[config.mk]
export PLATFORM = sky130hd
export DESIGN_NAME = zsce_ctrl
export DESIGN_NICKNAME = d
export VERILOG_FILES = /design/src/rtl/zsce_pkg.sv /design/src/rtl/zsce_ctrl.sv
export SDC_FILE = /design/constraint.sdc
export NUM_CORES = 1
export LEC_CHECK = 0
export ABC_AREA = 1
export BUFFER_PORTS_ARGS = -buffer_cell sky130_fd_sc_hd__buf_2
export CAP_MARGIN = 10
export CORE_AREA = 4 4 41 43
export CTS_CLUSTER_SIZE = 25
export DETAILED_ROUTE_END_ITERATION = 16
export DIE_AREA = 0 0 45 47
export PLACE_DENSITY = 0.52
export SLEW_MARGIN = 30
export SYNTH_ARGS = -nofsm -noshare
export SYNTH_HDL_FRONTEND = slang
export SYNTH_SLANG_ARGS = --single-unit
[constraint.sdc]
create_clock -name i_clk -period 2.23 [get_ports i_clk]
set_input_delay 0.669 -clock i_clk [delete_from_list [all_inputs] [get_ports i_clk]]
set_output_delay 0.669 -clock i_clk [all_outputs]
set_load 0.05 [all_outputs]
[src/rtl/zsce_pkg.sv]
// ----------------------------------------------------------------------------
// zsce_pkg
// Shared types and constants of the zoomed sprite chunk expander.
// ----------------------------------------------------------------------------
package zsce_pkg;

    localparam int MAP_ADDR_W = 18;
    localparam int CFG_ADDR_W = 4;
    localparam int CFG_DATA_W = 32;

    // request kinds on the input channel
    localparam logic REQ_MAP_WRITE = 1'b0;
    localparam logic REQ_SPRITE    = 1'b1;

    localparam logic [15:0] SKIP_CODE  = 16'hffff;
    localparam logic [9:0]  WRAP_LIMIT = 10'h140;
    localparam logic [9:0]  WRAP_SUB   = 10'h200;

    localparam logic [15:0] CODE_MASK_RST = 16'hffff;
    localparam logic [3:0]  Y_OFFSET_RST  = 4'd3;
    localparam logic [7:0]  PRIMASK0_RST  = 8'hf0;
    localparam logic [7:0]  PRIMASK1_RST  = 8'hfc;

    typedef enum logic [1:0] {
        REG_CODE_MASK     = 2'd0,
        REG_Y_OFFSET      = 2'd1,
        REG_PRIMASK_PRIO0 = 2'd2,
        REG_PRIMASK_PRIO1 = 2'd3
    } t_reg_idx;

    typedef enum logic [1:0] {
        ST_IDLE,
        ST_MOD,
        ST_WALK,
        ST_FLUSH
    } t_state;

    typedef struct packed {
        logic load;      // latch sprite entry, start address reduction
        logic map_wr;    // store a chunk-map word
        logic mod_step;  // one step of the address remainder
        logic walk;      // issue chunk reads
        logic flush;     // release the held chunk as the last one
    } t_cmd;

    typedef struct packed {
        logic tile_zero;
        logic mod_last;
        logic walk_done;
        logic pend_vld;
    } t_status;

endpackage

[src/rtl/zsce_ctrl.sv]
// ----------------------------------------------------------------------------
// zsce_ctrl
// Sequencer: accepts requests, then steps address reduction, chunk walk and
// final flush of a sprite entry.
// ----------------------------------------------------------------------------
module zsce_ctrl (
    input  logic              i_clk,
    input  logic              i_rst_n,
    input  logic              i_in_valid,
    input  logic              i_req_type,
    output logic              o_in_stall,
    input  zsce_pkg::t_status i_status,
    output zsce_pkg::t_cmd    o_cmd
);
    import zsce_pkg::*;

    t_state r_state;
    t_state n_state;
    logic   accept;

    assign accept = i_in_valid && (r_state == ST_IDLE);

    always_ff @(posedge i_clk) begin
        if (!i_rst_n) begin
            r_state <= ST_IDLE;
        end else begin
            r_state <= n_state;
        end
    end

    always_comb begin
        n_state    = r_state;
        o_cmd      = '0;
        o_in_stall = 1'b1;
        unique case (r_state)
            ST_IDLE: begin
                o_in_stall = 1'b0;
                if (accept) begin
                    if (i_req_type == REQ_MAP_WRITE) begin
                        o_cmd.map_wr = 1'b1;
                    end else if (!i_status.tile_zero) begin
                        o_cmd.load = 1'b1;
                        n_state    = ST_MOD;
                    end
                end
            end
            ST_MOD: begin
                o_cmd.mod_step = 1'b1;
                if (i_status.mod_last) begin
                    n_state = ST_WALK;
                end
            end
            ST_WALK: begin
                o_cmd.walk = 1'b1;
                if (i_status.walk_done) begin
                    n_state = ST_FLUSH;
                end
            end
            ST_FLUSH: begin
                o_cmd.flush = 1'b1;
                if (!i_status.pend_vld) begin
                    n_state = ST_IDLE;
                end
            end
            default: n_state = ST_IDLE;
        endcase
    end

endmodule

# Word level (Yosys, flattened, before mapping)
# Index checks and enable logic that the tools add are counted.
# word_totals
regBits	2
out_inout_bits	6
elab_cells	29
# op_classes
eq_ne	9
n_mux	16
reduce_logical	3
# op_table
cell	n
two-way mux 2 bit	8
!= test 2 bit, second input constant	6
case mux 2 bit (4 select lines)	1
two-way mux 1 bit	7
AND reduction 6 bit	1
equality test 2 bit, second input constant	2
equality test 2 x 1 -> 1 bit, second input constant	1
zero test 2 bit	1
logical AND 1 bit	1

# Logic depth before layout (Yosys ltp)
# logic_depth
ltp_word	4
mapped_depth	8
ltp_nobuf	8

# Least setup slack after synthesis
# OpenSTA, ideal clock, no wires.
# synth_path
path_kind	in2out
startpoint	in i_in_valid
endpoint	out o_cmd[4] (netlist name)
arrival_ns	1.820
setup_slack_ns	-0.259
cell_stages	2
path_buffers	0
cell_sequence	inv_1 nor3_1
# synth_rtl
item	line	source
from (decl)	zsce_ctrl.sv:9	input logic i_in_valid,
to (decl)	zsce_ctrl.sv:13	output zsce_pkg::t_cmd o_cmd

==> flow_summary.yaml <==
final_layout:
  syn_to_final_growth_pct: 44.7
  top_regs: "r_state x2"
  final_common_cell: "buf_2"
  diodes: 0
  final_util_pct: 27.7
  drive_gt1_share_pct: 45.1
  layout.nets: 66
  largest_reg_flops: 2
  final_cell_mix: "buf_2, inv_1, nand2_1, ha_1, nor2_1"
  top_register: "r_state"
timing:
  fin_skew_ps: 1.44
  hold_viol: 0
  tightest_slew_ps: 249
  min_period_ps: 1980
  slew_viol_final: 0
  timing.fmax_ghz: 0.504
  setup_violations: 0
  period_share_pct: 88.9
  final.setup.tns_ps: 0
  hold_ws_ps: 552
  grt_setup_unrepaired: "false"
  relSlewSlack_pct: 83.5
logic_synthesis:
  netlist_area_sq_um: 249
  yosys.area.top_type: "ha_1"
  synth.ff_latch_count: 2
  synth_nets: 48
  synth_cell_types: 12
  yosys_warnings: 0
  synth_top_area_share_pct: 25.1
  synthCells: 35
  seq_area_frac_synth_pct: 16.1
  synth_area_leaders: "ha_1, dfxtp_1, inv_1"
  synth_area_per_cell_sq_um: 7.11
floorplanning:
  row_count: 13
  dieArea_sq_um: 2120
  coreArea_sq_um: 1300
  die_x_um: 45
  die_h_um: 47
  ioPinCount: 14
  initial_core_util_pct: 19.1
power:
  p_seq_share_pct: 12.4
  peakVddDrop_mv: 0.341
  p_per_area_nw_per_um2: 1710
  leakage_nw: 0.212
  combPwrFrac_pct: 74.9
  design_power_total_w: 0.000618
  pwr-share-clk_pct: 12.7
  internal-power_w: 0.000254
  p_sw_w: 0.000364
  switching_share_pct: 58.9
critical_path:
  worst_ep_required_time_ps: 1560
  crit_family: "buffers and inverters"
  cp-start-kind: "register"
  cp.arrival_ps: 1310
  cp_cell_sequence: "inv_1, ha_1, nand2_1, nor3_2, buf_2"
  worst-path-buf-inv: 2
  cp-end-kind: "primary output"
  worstSetupPathType: "register to primary output"
  crit_fanout: 4
  cpPeakStageDelay_ps: 330
  slowest_stage: "dfxtp_1"
global_route:
  antenna_found_initial: 0
  grt_usage_pct: 5.91
  gr-total-overflow: 0
  grt_start_max_net_pins: 5
  grt_pass1_vias: 247
  grt_pass1_wl_um: 897
min_path:
  worst_hold_path_type: "register to register"
route:
  drc_errors: 0
  viasPerCell: 3.59
  antenna_left: 0
  wl_per_cell_um: 8.02
  first_pass_iters: 2
  drt_iter0_markers: 1
  wl_um: 529
  vias: 237
clock_tree:
  numCtsBuffers: 3
  cts.clk_slew.worst_paths_ps: 30
  cts-root-buf: "clkbuf_4"
  cts_tree: "built"
  clkSinkCount: 2
  hold_buffers: 0
  htree_levels: 1
  clkLatencyLatePin_ps: 220
  post_cts_buffers: 0
  cts_resized: 0
  cts_buffer_depth: 2
run:
  drv_cap: 0
outcome:
  outcome: "finished clean"
placed_design:
  io_buffers: 13
  routabilityCongestion: 0.600
  dpl.hpwl_um: 437
## cell families after synthesis
logic type | count (synthesis) | synth area share (%)
buffers and inverters | 8 | 12.1
AND/OR/NAND/NOR | 17 | 36.2
adder cells (fa/ha/maj) | 5 | 25.1
flip-flops | 2 | 16.1
AO/OA/AOI/OAI | 3 | 10.6
## area by class of cell
type | instances | area [sq um]
clock buffer | 3 | 22.5
tap | 15 | 18.8
inverter | 8 | 30.0
multi-input combinational | 25 | 184
fill | 147 | 941
sequential | 2 | 40.0
timing repair buffer | 13 | 65.1
## per-stage QoR
stage / area [sq um] / cells / setup WS [ps]
floorplan: 254 / 35 / 145
CTS: 360 / 66 / 217
global placement: 338 / 63 / 326
finish: 360 / 66 / 247
global route: 360 / 66 / 143
detailed placement: 338 / 63 / 323
## final timing paths
path / startpoint / endpoint / slack (ps) / depth (start not counted)
max: r_state[0] / o_cmd[4] / 250 / 5
min: r_state[0] / r_state[0] / 550 / 2
max reg2reg: r_state[0] / r_state[0] / 950 / 8
min reg2reg: r_state[0] / r_state[0] / 550 / 2
## synth_stat cells
cell type  instances
nand2_4            1
a21oi_1            2
nor2_1             4
nand3_1            2
o21ai_4            1
dfxtp_1            2
nor3_1             1
nand2_2            3
inv_1              8
nand2_1            5
nor2_4             1
ha_1               5
## layer usage
layer / share of wire, % / global-route usage [%] / vias to the layer above
met1: 46 / 7.24 / 95
li1: - / - / 136
met5: 0 / 0 / -
met2: 47 / 8.76 / 6
met3: 6.4 / 1.15 / 0
met4: 0 / 5.26 / 0
## worst register-to-register path: stages (launching register included)
cell	delay [ps]
dfxtp_1	380
inv_1	100
ha_1	240
nand2_2	90
nand2_2	60
nor2_4	110
nand3_1	90
nand2_1	60
nor2_1	40
## power by group through the flow
| stage | logic [W] | registers [W] | clock network (W) |
|---|---|---|---|
| floorplan | 0.000395 | 0.0000711 | 0 |
| global placement | 0.000465 | 0.0000766 | 0 |
| detailed placement | 0.000468 | 0.0000776 | 0 |
| CTS | 0.000470 | 0.0000770 | 0.0000836 |
| global route | 0.000517 | 0.0000797 | 0.0000846 |
| finish | 0.000463 | 0.0000766 | 0.0000784 |
Power figures use the tool's default switching activity.
